[src/rtl/assert_macros.svh]
// assertion macros used by the rtl top level
`ifndef ASSERT_MACROS_SVH
`define ASSERT_MACROS_SVH

// checked property, masked while reset is low
`define SPE_ASSERT(lbl, prop, msg) \
    lbl: assert property (@(posedge i_clk) disable iff (!i_rst_n) prop) else $error(msg);

// checked property, evaluated through reset too
`define SPE_ASSERT_ALWAYS(lbl, prop, msg) \
    lbl: assert property (@(posedge i_clk) prop) else $error(msg);

`endif

[src/rtl/spe_pkg.sv]
// shared types and codes of the shortest path engine
package spe_pkg;

    // transaction kinds carried on the input tuser
    localparam logic [1:0] MODE_CLEAR = 2'd0;
    localparam logic [1:0] MODE_EDGE  = 2'd1;
    localparam logic [1:0] MODE_FIND  = 2'd2;

    typedef enum logic [3:0] {
        ST_IDLE,
        ST_CLEAR,
        ST_INIT,
        ST_SCAN,
        ST_RELAX,
        ST_WALK_RD,
        ST_WALK_WB,
        ST_OUT_RD,
        ST_OUT_LD,
        ST_NOTFOUND
    } t_state;

endpackage

[src/rtl/spe_edge_ram.sv]
// edge weight ram, one write port and one registered read port
module spe_edge_ram #(
    parameter int ADDR_BITS = 8,
    parameter int DATA_BITS = 13
) (
    input  logic                 i_clk,
    input  logic                 i_we,
    input  logic [ADDR_BITS-1:0] i_waddr,
    input  logic [DATA_BITS-1:0] i_wdata,
    input  logic [ADDR_BITS-1:0] i_raddr,
    output logic [DATA_BITS-1:0] o_rdata
);

    logic [DATA_BITS-1:0] r_mem [2**ADDR_BITS];
    logic [DATA_BITS-1:0] r_rdata;

    // write port
    always_ff @(posedge i_clk) begin
        if (i_we) begin
            r_mem[i_waddr] <= i_wdata;
        end
    end

    // read port, registered
    always_ff @(posedge i_clk) begin
        r_rdata <= r_mem[i_raddr];
    end

    assign o_rdata = r_rdata;

endmodule

[src/rtl/shortest_path_engine_unit.sv]
// shortest path engine top level: edge ram, dijkstra sequencer and result stream
//
// The block holds a MAX_NODES x MAX_NODES table of directed edge weights in one
// ram and answers path queries with array-based Dijkstra over nodes below
// node_count (ties go to the lowest index, relaxation only on strict gain).
// After reset, and for every clear transaction, a clearing pass writes all
// 2**(2*clog2(MAX_NODES)) edge entries, one per cycle, during which no
// transaction is accepted. A query runs at most an init step, then per visited
// node a min scan and a relax pass through the single read port of the edge and
// distance rams, one more scan at the end, a read and a write-back per path
// node for the backtrack and a read and a load per emitted result, plus any
// time the receiver stalls a result. One transaction is worked on at a time;
// the output register lets the next transaction in while the last result
// still waits.
`include "assert_macros.svh"

module shortest_path_engine_unit #(
    parameter int MAX_NODES   = 16,
    parameter int WEIGHT_BITS = 12
) (
    input  logic        i_clk,
    input  logic        i_rst_n,
    // node_count register
    input  logic        i_cfg_we,
    input  logic [4:0]  i_cfg_wdata,
    // query and edge transactions
    input  logic        s_axis_tvalid,
    output logic        s_axis_tready,
    // from_node[3:0] to_node[7:4] edge_weight[19:8] edge_present[20]
    // source_node[24:21] target_node[28:25] zero[31:29]
    input  logic [31:0] s_axis_tdata,
    // mode[1:0]
    input  logic [1:0]  s_axis_tuser,
    // path results
    output logic        m_axis_tvalid,
    input  logic        m_axis_tready,
    // path_node[3:0] path_distance[19:4] zero[23:20]
    output logic [23:0] m_axis_tdata,
    // found[0]
    output logic        m_axis_tuser,
    // last_step
    output logic        m_axis_tlast
);

    import spe_pkg::*;

    localparam int NW  = (MAX_NODES > 1) ? $clog2(MAX_NODES) : 1;
    localparam int NCW = $clog2(MAX_NODES + 1);
    localparam int DW  = WEIGHT_BITS + NW;
    localparam int EW  = WEIGHT_BITS + 1;
    localparam int SW  = NW + DW;

    // input field split
    logic [3:0]  in_from, in_to, in_src, in_tgt;
    logic [11:0] in_weight;
    logic        in_present;
    assign in_from    = s_axis_tdata[3:0];
    assign in_to      = s_axis_tdata[7:4];
    assign in_weight  = s_axis_tdata[19:8];
    assign in_present = s_axis_tdata[20];
    assign in_src     = s_axis_tdata[24:21];
    assign in_tgt     = s_axis_tdata[28:25];

    t_state r_state, n_state;
    logic [4:0]           r_node_cnt;
    logic [NW-1:0]        r_last, n_last, r_src, n_src, r_tgt, n_tgt;
    logic [NW-1:0]        r_j, n_j, r_jq, n_jq, r_u, n_u, r_v, n_v;
    logic [NW-1:0]        r_cnt, n_cnt, r_k, n_k;
    logic                 r_pv, n_pv, r_issued, n_issued, r_have, n_have;
    logic [DW-1:0]        r_du, n_du;
    logic [MAX_NODES-1:0] r_reached, n_reached, r_visited, n_visited;
    logic [2*NW-1:0]      r_clr, n_clr;

    // memory port controls
    logic            edge_we;
    logic [2*NW-1:0] edge_waddr, edge_raddr;
    logic [EW-1:0]   edge_wdata, edge_q;
    logic            sc_we, st_we;
    logic [NW-1:0]   sc_waddr, sc_raddr, st_waddr, st_raddr;
    logic [SW-1:0]   sc_wdata, st_wdata;
    logic [SW-1:0]   r_sc_q, r_st_q;
    logic [SW-1:0]   r_scratch [2**NW];
    logic [SW-1:0]   r_stack [2**NW];

    // output register
    logic          r_ovalid, r_ofound, r_olast;
    logic [3:0]    r_onode;
    logic [15:0]   r_odist;
    logic          load_out, ld_found, ld_last;
    logic [3:0]    ld_node;
    logic [15:0]   ld_dist;
    logic          out_free;

    logic [NCW-1:0] nn;
    logic           cand;
    logic [NW-1:0]  cu;
    logic [DW-1:0]  cdu, dq, nd;
    logic           ch;
    logic [31:0]    dist_ext;

    assign out_free = !r_ovalid || m_axis_tready;
    assign s_axis_tready = (r_state == ST_IDLE);

    spe_edge_ram #(
        .ADDR_BITS (2 * NW),
        .DATA_BITS (EW)
    ) u_edge_ram (
        .i_clk   (i_clk),
        .i_we    (edge_we),
        .i_waddr (edge_waddr),
        .i_wdata (edge_wdata),
        .i_raddr (edge_raddr),
        .o_rdata (edge_q)
    );

    // distance and predecessor scratch ram
    always_ff @(posedge i_clk) begin
        if (sc_we) begin
            r_scratch[sc_waddr] <= sc_wdata;
        end
        r_sc_q <= r_scratch[sc_raddr];
    end

    // path stack ram
    always_ff @(posedge i_clk) begin
        if (st_we) begin
            r_stack[st_waddr] <= st_wdata;
        end
        r_st_q <= r_stack[st_raddr];
    end

    // node count register
    always_ff @(posedge i_clk) begin
        if (!i_rst_n) begin
            r_node_cnt <= 5'd16;
        end else if (i_cfg_we) begin
            r_node_cnt <= i_cfg_wdata;
        end
    end

    // active node count, saturated to the table size
    always_comb begin
        if (int'(r_node_cnt) > MAX_NODES) begin
            nn = NCW'(MAX_NODES);
        end else begin
            nn = NCW'(r_node_cnt);
        end
    end

    assign dq = r_sc_q[DW-1:0];
    assign nd = r_du + DW'(edge_q[WEIGHT_BITS-1:0]);
    assign dist_ext = 32'(r_st_q[DW-1:0]);

    // sequencer next state and memory controls
    always_comb begin
        n_state   = r_state;
        n_last    = r_last;
        n_src     = r_src;
        n_tgt     = r_tgt;
        n_j       = r_j;
        n_jq      = r_jq;
        n_u       = r_u;
        n_v       = r_v;
        n_cnt     = r_cnt;
        n_k       = r_k;
        n_pv      = r_pv;
        n_issued  = r_issued;
        n_have    = r_have;
        n_du      = r_du;
        n_reached = r_reached;
        n_visited = r_visited;
        n_clr     = r_clr;
        edge_we    = 1'b0;
        edge_waddr = r_clr;
        edge_wdata = '0;
        edge_raddr = {r_u, r_j};
        sc_we      = 1'b0;
        sc_waddr   = r_jq;
        sc_wdata   = {r_u, nd};
        sc_raddr   = r_j;
        st_we      = 1'b0;
        st_waddr   = r_cnt;
        st_wdata   = {r_v, r_sc_q[DW-1:0]};
        st_raddr   = r_k;
        load_out   = 1'b0;
        ld_node    = 4'(r_st_q[SW-1:DW]);
        ld_dist    = (dist_ext > 32'hFFFF) ? 16'hFFFF : dist_ext[15:0];
        ld_found   = 1'b1;
        ld_last    = (r_k == '0);
        cand       = 1'b0;
        ch         = r_have;
        cu         = r_u;
        cdu        = r_du;
        case (r_state)
            ST_IDLE: begin
                if (s_axis_tvalid) begin
                    case (s_axis_tuser)
                        MODE_CLEAR: begin
                            n_clr   = '0;
                            n_state = ST_CLEAR;
                        end
                        MODE_EDGE: begin
                            if (int'(in_from) < MAX_NODES && int'(in_to) < MAX_NODES) begin
                                edge_we    = 1'b1;
                                edge_waddr = {NW'(in_from), NW'(in_to)};
                                edge_wdata = in_present ?
                                             {1'b1, WEIGHT_BITS'(in_weight)} : '0;
                            end
                        end
                        MODE_FIND: begin
                            n_src  = NW'(in_src);
                            n_tgt  = NW'(in_tgt);
                            n_last = NW'(nn - NCW'(1));
                            if (NCW'(in_src) < nn && NCW'(in_tgt) < nn &&
                                int'(in_src) < MAX_NODES && int'(in_tgt) < MAX_NODES) begin
                                n_state = ST_INIT;
                            end else begin
                                n_state = ST_NOTFOUND;
                            end
                        end
                        default: begin
                        end
                    endcase
                end
            end
            // clearing pass over the edge ram
            ST_CLEAR: begin
                edge_we = 1'b1;
                n_clr   = r_clr + 1'b1;
                if (&r_clr) begin
                    n_state = ST_IDLE;
                end
            end
            // source starts reached at distance zero
            ST_INIT: begin
                n_reached        = '0;
                n_reached[r_src] = 1'b1;
                n_visited        = '0;
                sc_we            = 1'b1;
                sc_waddr         = r_src;
                sc_wdata         = '0;
                n_j              = '0;
                n_pv             = 1'b0;
                n_issued         = 1'b0;
                n_have           = 1'b0;
                n_state          = ST_SCAN;
            end
            // pick the nearest reached, unvisited node
            ST_SCAN: begin
                if (!r_issued) begin
                    n_pv = 1'b1;
                    n_jq = r_j;
                    if (r_j == r_last) begin
                        n_issued = 1'b1;
                    end else begin
                        n_j = r_j + 1'b1;
                    end
                end else begin
                    n_pv = 1'b0;
                end
                if (r_pv) begin
                    cand = !r_visited[r_jq] && r_reached[r_jq] && (!r_have || dq < r_du);
                    if (cand) begin
                        ch  = 1'b1;
                        cu  = r_jq;
                        cdu = dq;
                    end
                    n_have = ch;
                    n_u    = cu;
                    n_du   = cdu;
                    if (r_jq == r_last) begin
                        n_j      = '0;
                        n_pv     = 1'b0;
                        n_issued = 1'b0;
                        if (ch) begin
                            n_visited[cu] = 1'b1;
                            n_state       = ST_RELAX;
                        end else if (r_reached[r_tgt]) begin
                            n_v     = r_tgt;
                            n_cnt   = '0;
                            n_state = ST_WALK_RD;
                        end else begin
                            n_state = ST_NOTFOUND;
                        end
                    end
                end
            end
            // relax the outgoing edges of the chosen node
            ST_RELAX: begin
                if (!r_issued) begin
                    n_pv = 1'b1;
                    n_jq = r_j;
                    if (r_j == r_last) begin
                        n_issued = 1'b1;
                    end else begin
                        n_j = r_j + 1'b1;
                    end
                end else begin
                    n_pv = 1'b0;
                end
                if (r_pv) begin
                    if (edge_q[WEIGHT_BITS] && (!r_reached[r_jq] || nd < dq)) begin
                        sc_we             = 1'b1;
                        n_reached[r_jq]   = 1'b1;
                    end
                    if (r_jq == r_last) begin
                        n_j      = '0;
                        n_pv     = 1'b0;
                        n_issued = 1'b0;
                        n_have   = 1'b0;
                        n_state  = ST_SCAN;
                    end
                end
            end
            // backtrack from the target along predecessors
            ST_WALK_RD: begin
                sc_raddr = r_v;
                n_state  = ST_WALK_WB;
            end
            ST_WALK_WB: begin
                st_we = 1'b1;
                if (r_v == r_src || r_cnt == NW'(MAX_NODES - 1)) begin
                    n_k     = r_cnt;
                    n_state = ST_OUT_RD;
                end else begin
                    n_v     = r_sc_q[SW-1:DW];
                    n_cnt   = r_cnt + 1'b1;
                    n_state = ST_WALK_RD;
                end
            end
            // emit the path source first
            ST_OUT_RD: begin
                n_state = ST_OUT_LD;
            end
            ST_OUT_LD: begin
                if (out_free) begin
                    load_out = 1'b1;
                    if (r_k == '0) begin
                        n_state = ST_IDLE;
                    end else begin
                        n_k     = r_k - 1'b1;
                        n_state = ST_OUT_RD;
                    end
                end
            end
            ST_NOTFOUND: begin
                if (out_free) begin
                    load_out = 1'b1;
                    ld_node  = '0;
                    ld_dist  = '0;
                    ld_found = 1'b0;
                    ld_last  = 1'b1;
                    n_state  = ST_IDLE;
                end
            end
            default: begin
                n_state = ST_IDLE;
            end
        endcase
    end

    // sequencer registers
    always_ff @(posedge i_clk) begin
        if (!i_rst_n) begin
            r_state   <= ST_CLEAR;
            r_clr     <= '0;
            r_pv      <= 1'b0;
            r_issued  <= 1'b0;
            r_have    <= 1'b0;
            r_reached <= '0;
            r_visited <= '0;
            r_j       <= '0;
            r_k       <= '0;
            r_cnt     <= '0;
        end else begin
            r_state   <= n_state;
            r_clr     <= n_clr;
            r_pv      <= n_pv;
            r_issued  <= n_issued;
            r_have    <= n_have;
            r_reached <= n_reached;
            r_visited <= n_visited;
            r_j       <= n_j;
            r_k       <= n_k;
            r_cnt     <= n_cnt;
        end
    end

    // query payload registers
    always_ff @(posedge i_clk) begin
        r_last <= n_last;
        r_src  <= n_src;
        r_tgt  <= n_tgt;
        r_jq   <= n_jq;
        r_u    <= n_u;
        r_du   <= n_du;
        r_v    <= n_v;
    end

    // result register
    always_ff @(posedge i_clk) begin
        if (!i_rst_n) begin
            r_ovalid <= 1'b0;
        end else if (load_out) begin
            r_ovalid <= 1'b1;
        end else if (m_axis_tready) begin
            r_ovalid <= 1'b0;
        end
    end

    always_ff @(posedge i_clk) begin
        if (load_out) begin
            r_onode  <= ld_node;
            r_odist  <= ld_dist;
            r_ofound <= ld_found;
            r_olast  <= ld_last;
        end
    end

    assign m_axis_tvalid = r_ovalid;
    assign m_axis_tdata  = {4'd0, r_odist, r_onode};
    assign m_axis_tuser  = r_ofound;
    assign m_axis_tlast  = r_olast;

    // checks
    `SPE_ASSERT_ALWAYS(a_rst_clear, $past(!i_rst_n) |-> r_state == ST_CLEAR, "no clear after reset")
    `SPE_ASSERT(a_relax_visited, r_state == ST_RELAX |-> r_visited[r_u], "relax of unvisited node")
    `SPE_ASSERT(a_notfound_last, r_ovalid && !r_ofound |-> r_olast, "unreachable result not last")

endmodule

[config.mk]
export PLATFORM = sky130hd
export DESIGN_NAME = shortest_path_engine_unit
export DESIGN_NICKNAME = d
export VERILOG_FILES = /design/src/rtl/spe_pkg.sv /design/src/rtl/spe_edge_ram.sv /design/src/rtl/shortest_path_engine_unit.sv
export VERILOG_INCLUDE_DIRS = /design/src /design/src/rtl
export SDC_FILE = /design/constraint.sdc
export NUM_CORES = 2
export LEC_CHECK = 0
export BUFFER_PORTS_ARGS = -buffer_cell sky130_fd_sc_hd__buf_2
export CORE_MARGIN = 10
export CORE_UTILIZATION = 50
export CTS_CLUSTER_SIZE = 8
export DETAILED_ROUTE_END_ITERATION = 8
export PLACE_DENSITY = 0.69
export SKIP_LAST_GASP = 1
export SLEW_MARGIN = 20
export SYNTH_ARGS = -nofsm -noshare
export SYNTH_HDL_FRONTEND = slang
export SYNTH_HIERARCHICAL = 1
export SYNTH_SLANG_ARGS = --single-unit
[constraint.sdc]
create_clock -name i_clk -period 10.36 [get_ports i_clk]
set_input_delay 0 -clock i_clk [delete_from_list [all_inputs] [get_ports i_clk]]
set_output_delay 0 -clock i_clk [all_outputs]
set_load 0.05 [all_outputs]
==> metrics.cfg <==
[place]
place_ws_ns = 4.85
gp_congestion = 0.863
dp_hpwl_um = 231000
io_buffers = 64

[worst_setup_path]
crit_slowest_cell = nand4_1
crit_fanout = 10
cp-end-kind = register
critPathLaunchType = register
path_buf_inv = 3
cp.required_ns = 11.04
path_cells = or2_2 > nor3_1 > nand4b_1 > mux2_2 > nor2b_1 > nand4_1 > buf_8 > buf_4 > nor2_1 > buf_4
worstSetupPathType = reg -> reg
critPathTopFamily = simple AND/OR/NAND/NOR gates
worst-endpoint-arrival_ns = 6.22
slowest_delay_ns = 0.70
cp_common_cell = buf_4

[die]
die_w_um = 589
rows = 208
start_util = 0.503
core-area_sq_mm = 0.321
die_area_sq_mm = 0.346
die_y_um = 589
pin_count = 72

[final_layout]
area_delta_synth_final_pct = 14.7
fill_cells = 22600
nets = 8377
multiInputGateArea_sq_mm = 0.0361
seq_area_sq_mm = 0.123
drive_gt1_frac = 0.265

[pwr]
power.density_mw_per_mm2 = 193
irDropWorstVdd_uv = 178
p_leak_nw = 58.9

[routing]
drt-initial-drc-count = 10300
wire_per_inst_um = 31.0
dr.pass1.iters = 6
dr_total_vias = 81700
drc_errors = 0
ant_nets = 0
viasPerCell = 6.39
finalWirelength_um = 397000

[sta]
period_share = 0.535
worst_pin_slew_ns = 1.23
rsz0062_at_grt = no
min_period_ns = 5.54
relSlewSlack = 0.172
final_hold_viol_count = 0
drv_slew = 0
max_freq_ghz = 0.181
setup_tns_ns = 0
fin_hold_ws_ns = 0.154
skew_ns = 0.0691
worst_slack_ns = 4.82
setup_viol = 0

[logic_synthesis]
ys_seq_area_frac = 0.763
synth_edf_count = 4030
synthArstFlopShare = 0
synthFlopType = edfxtp_1
ys_warn_count = 6
avgSynthCellArea_sq_um = 21.1
syn_area_sq_mm = 0.162
synth_cell_types = 90
syn_inst = 7655
ys_seq_elements = 4148

[status]
outcome = completed

[global_route]
grt-ovfl-total = 0
grt_max_degree = 201
grt_usage = 0.223
grt_pass1_vias = 82600
grt_pass1_wl_um = 576000
antenna_found_initial = 14

[flow_run]
maxCapViolations = 0

[cts]
cts_sinks = 4148
cts_tree = done
cts_buffers = 589
path_clk_slew_ns = 0.05
clock-root-buffer = clkbuf_16
clock_latency_ns = 1.02
cts_buffer_depth = 4
cts_resized = 0
htree_levels = 6

[min_path]
hold_path.class = in -> reg

==> cells in the mapped netlist, types with 16 or more instances <==
cell | instances | area [sq um]
o221ai_1 | 78 | 683
a221oi_1 | 54 | 473
buf_6 | 49 | 552
a22oi_1 | 71 | 533
ha_1 | 56 | 701
buf_2 | 79 | 395
nand2_1 | 211 | 792
inv_1 | 50 | 188
nor2b_1 | 57 | 357
dfxtp_1 | 118 | 2360
clkbuf_1 | 215 | 807
nor2_1 | 378 | 1420
buf_4 | 51 | 383
mux4_2 | 984 | 22200
edfxtp_1 | 4030 | 121000
buf_1 | 33 | 124
o21ai_0 | 69 | 345
nand4_1 | 23 | 144
o41ai_1 | 16 | 140
and2_1 | 80 | 500
mux2i_1 | 254 | 2540
nand2b_1 | 32 | 200
a21oi_1 | 120 | 601
a22o_1 | 40 | 350
xnor2_1 | 19 | 166
nor4_1 | 23 | 144
nand3_1 | 47 | 235
o22ai_1 | 44 | 275
a31oi_1 | 30 | 188
and3_1 | 17 | 106
a211oi_1 | 65 | 488
nor3_1 | 49 | 245
==> worst paths after layout <==
path	start	end	slack, ns	cells past startpoint
setup reg to reg	r_state[2]	u_edge_ram/r_mem[59][8]	4.82	10
hold reg to reg	r_visited[11]	r_visited[11]	0.45	2
setup / recovery	r_state[2]	u_edge_ram/r_mem[59][8]	4.82	10
hold / removal	i_rst_n	r_j[2]	0.15	4
==> logic make-up after synthesis <==
family / count (synthesis) / share of synthesized area
flip-flops: 4148 / 0.763
AO/OA/AOI/OAI: 704 / 0.0314
other: 1 / 0.0000232
buffers and inverters: 491 / 0.0164
adder cells (fa/ha/maj): 57 / 0.00446
XOR/XNOR: 31 / 0.00168
multiplexers: 1262 / 0.155
AND/OR/NAND/NOR: 961 / 0.0279
==> timing repair <==
item | 4_1_cts | 5_1_grt
endpoints found under the hold margin | 1010 | 0
hold buffers | 59 | 0
buffers inserted | 0 | 0
==> flip-flops by register name, summed over array words and instances (netlist names), 5 cells and up <==
signal and cells:
r_visited 16, u_edge_ram/r_mem 3328, u_edge_ram/o_rdata 13, r_clr 8
r_sc_q 20, r_odist 16, r_scratch 320, r_reached 16
r_node_cnt 5, r_du 16, r_stack 320, r_st_q 20
==> per-stage QoR <==
step                 util  cells  area [sq um]  total power, mW
floorplan               -   7658        162000             18.7
global placement    0.523  11900        168000             18.8
detailed placement  0.523  11900        168000             18.8
CTS                 0.577  12800        185000             36.0
global route        0.577  12800        185000             36.8
finish              0.577  12800        185000             35.8
==> tightest hold or removal path, delay by kind of cell <==
kind | cells | cell delay [ns]
AOI/OAI and AO/OA | 1 | 0.17
buffers and inverters | 3 | 0.91
==> cell type report <==
cell class,instances,area share
flip-flops and latches,4148,0.665
multi-input cells,3019,0.195
clock buffers,745,0.0840
well taps,4305,0.0290
repair buffers,467,0.0204
clock inverters,50,0.00519
inverters,51,0.00105
diodes,4,0.0000540
==> layer usage <==
metal	global-route usage	vias to the layer above	wire length (um)
met3	0.0515	725	40500
met2	0.346	4567	188000
met5	0	-	38
li1	-	33200	-
met1	0.318	43200	156000
met4	0.0707	6	12800
==> layout by cell type (no fill, tap or decap), types with 59 or more instances in the layout <==
cell / count
edfxtp_1: 4030
mux4_2: 984
clkbuf_16: 601
buf_4: 320
nor2_1: 279
mux2i_1: 251
nand2_1: 210
clkbuf_1: 144
a21oi_1: 118
dfxtp_1: 110
nor2_2: 93
o221ai_1: 78
a22oi_1: 71
o21ai_0: 68
and2_1: 67
buf_2: 64
a211oi_1: 61
dlygate4sd3_1: 59
==> power breakdown <==
part	internal, mW	switching (mW)	total, mW
logic	0.0789	0.201	0.279
registers	18.2	0.0137	18.2
clock network	10.5	6.80	17.3
total	28.8	7.01	35.8
(Power assumes the default switching activity.)
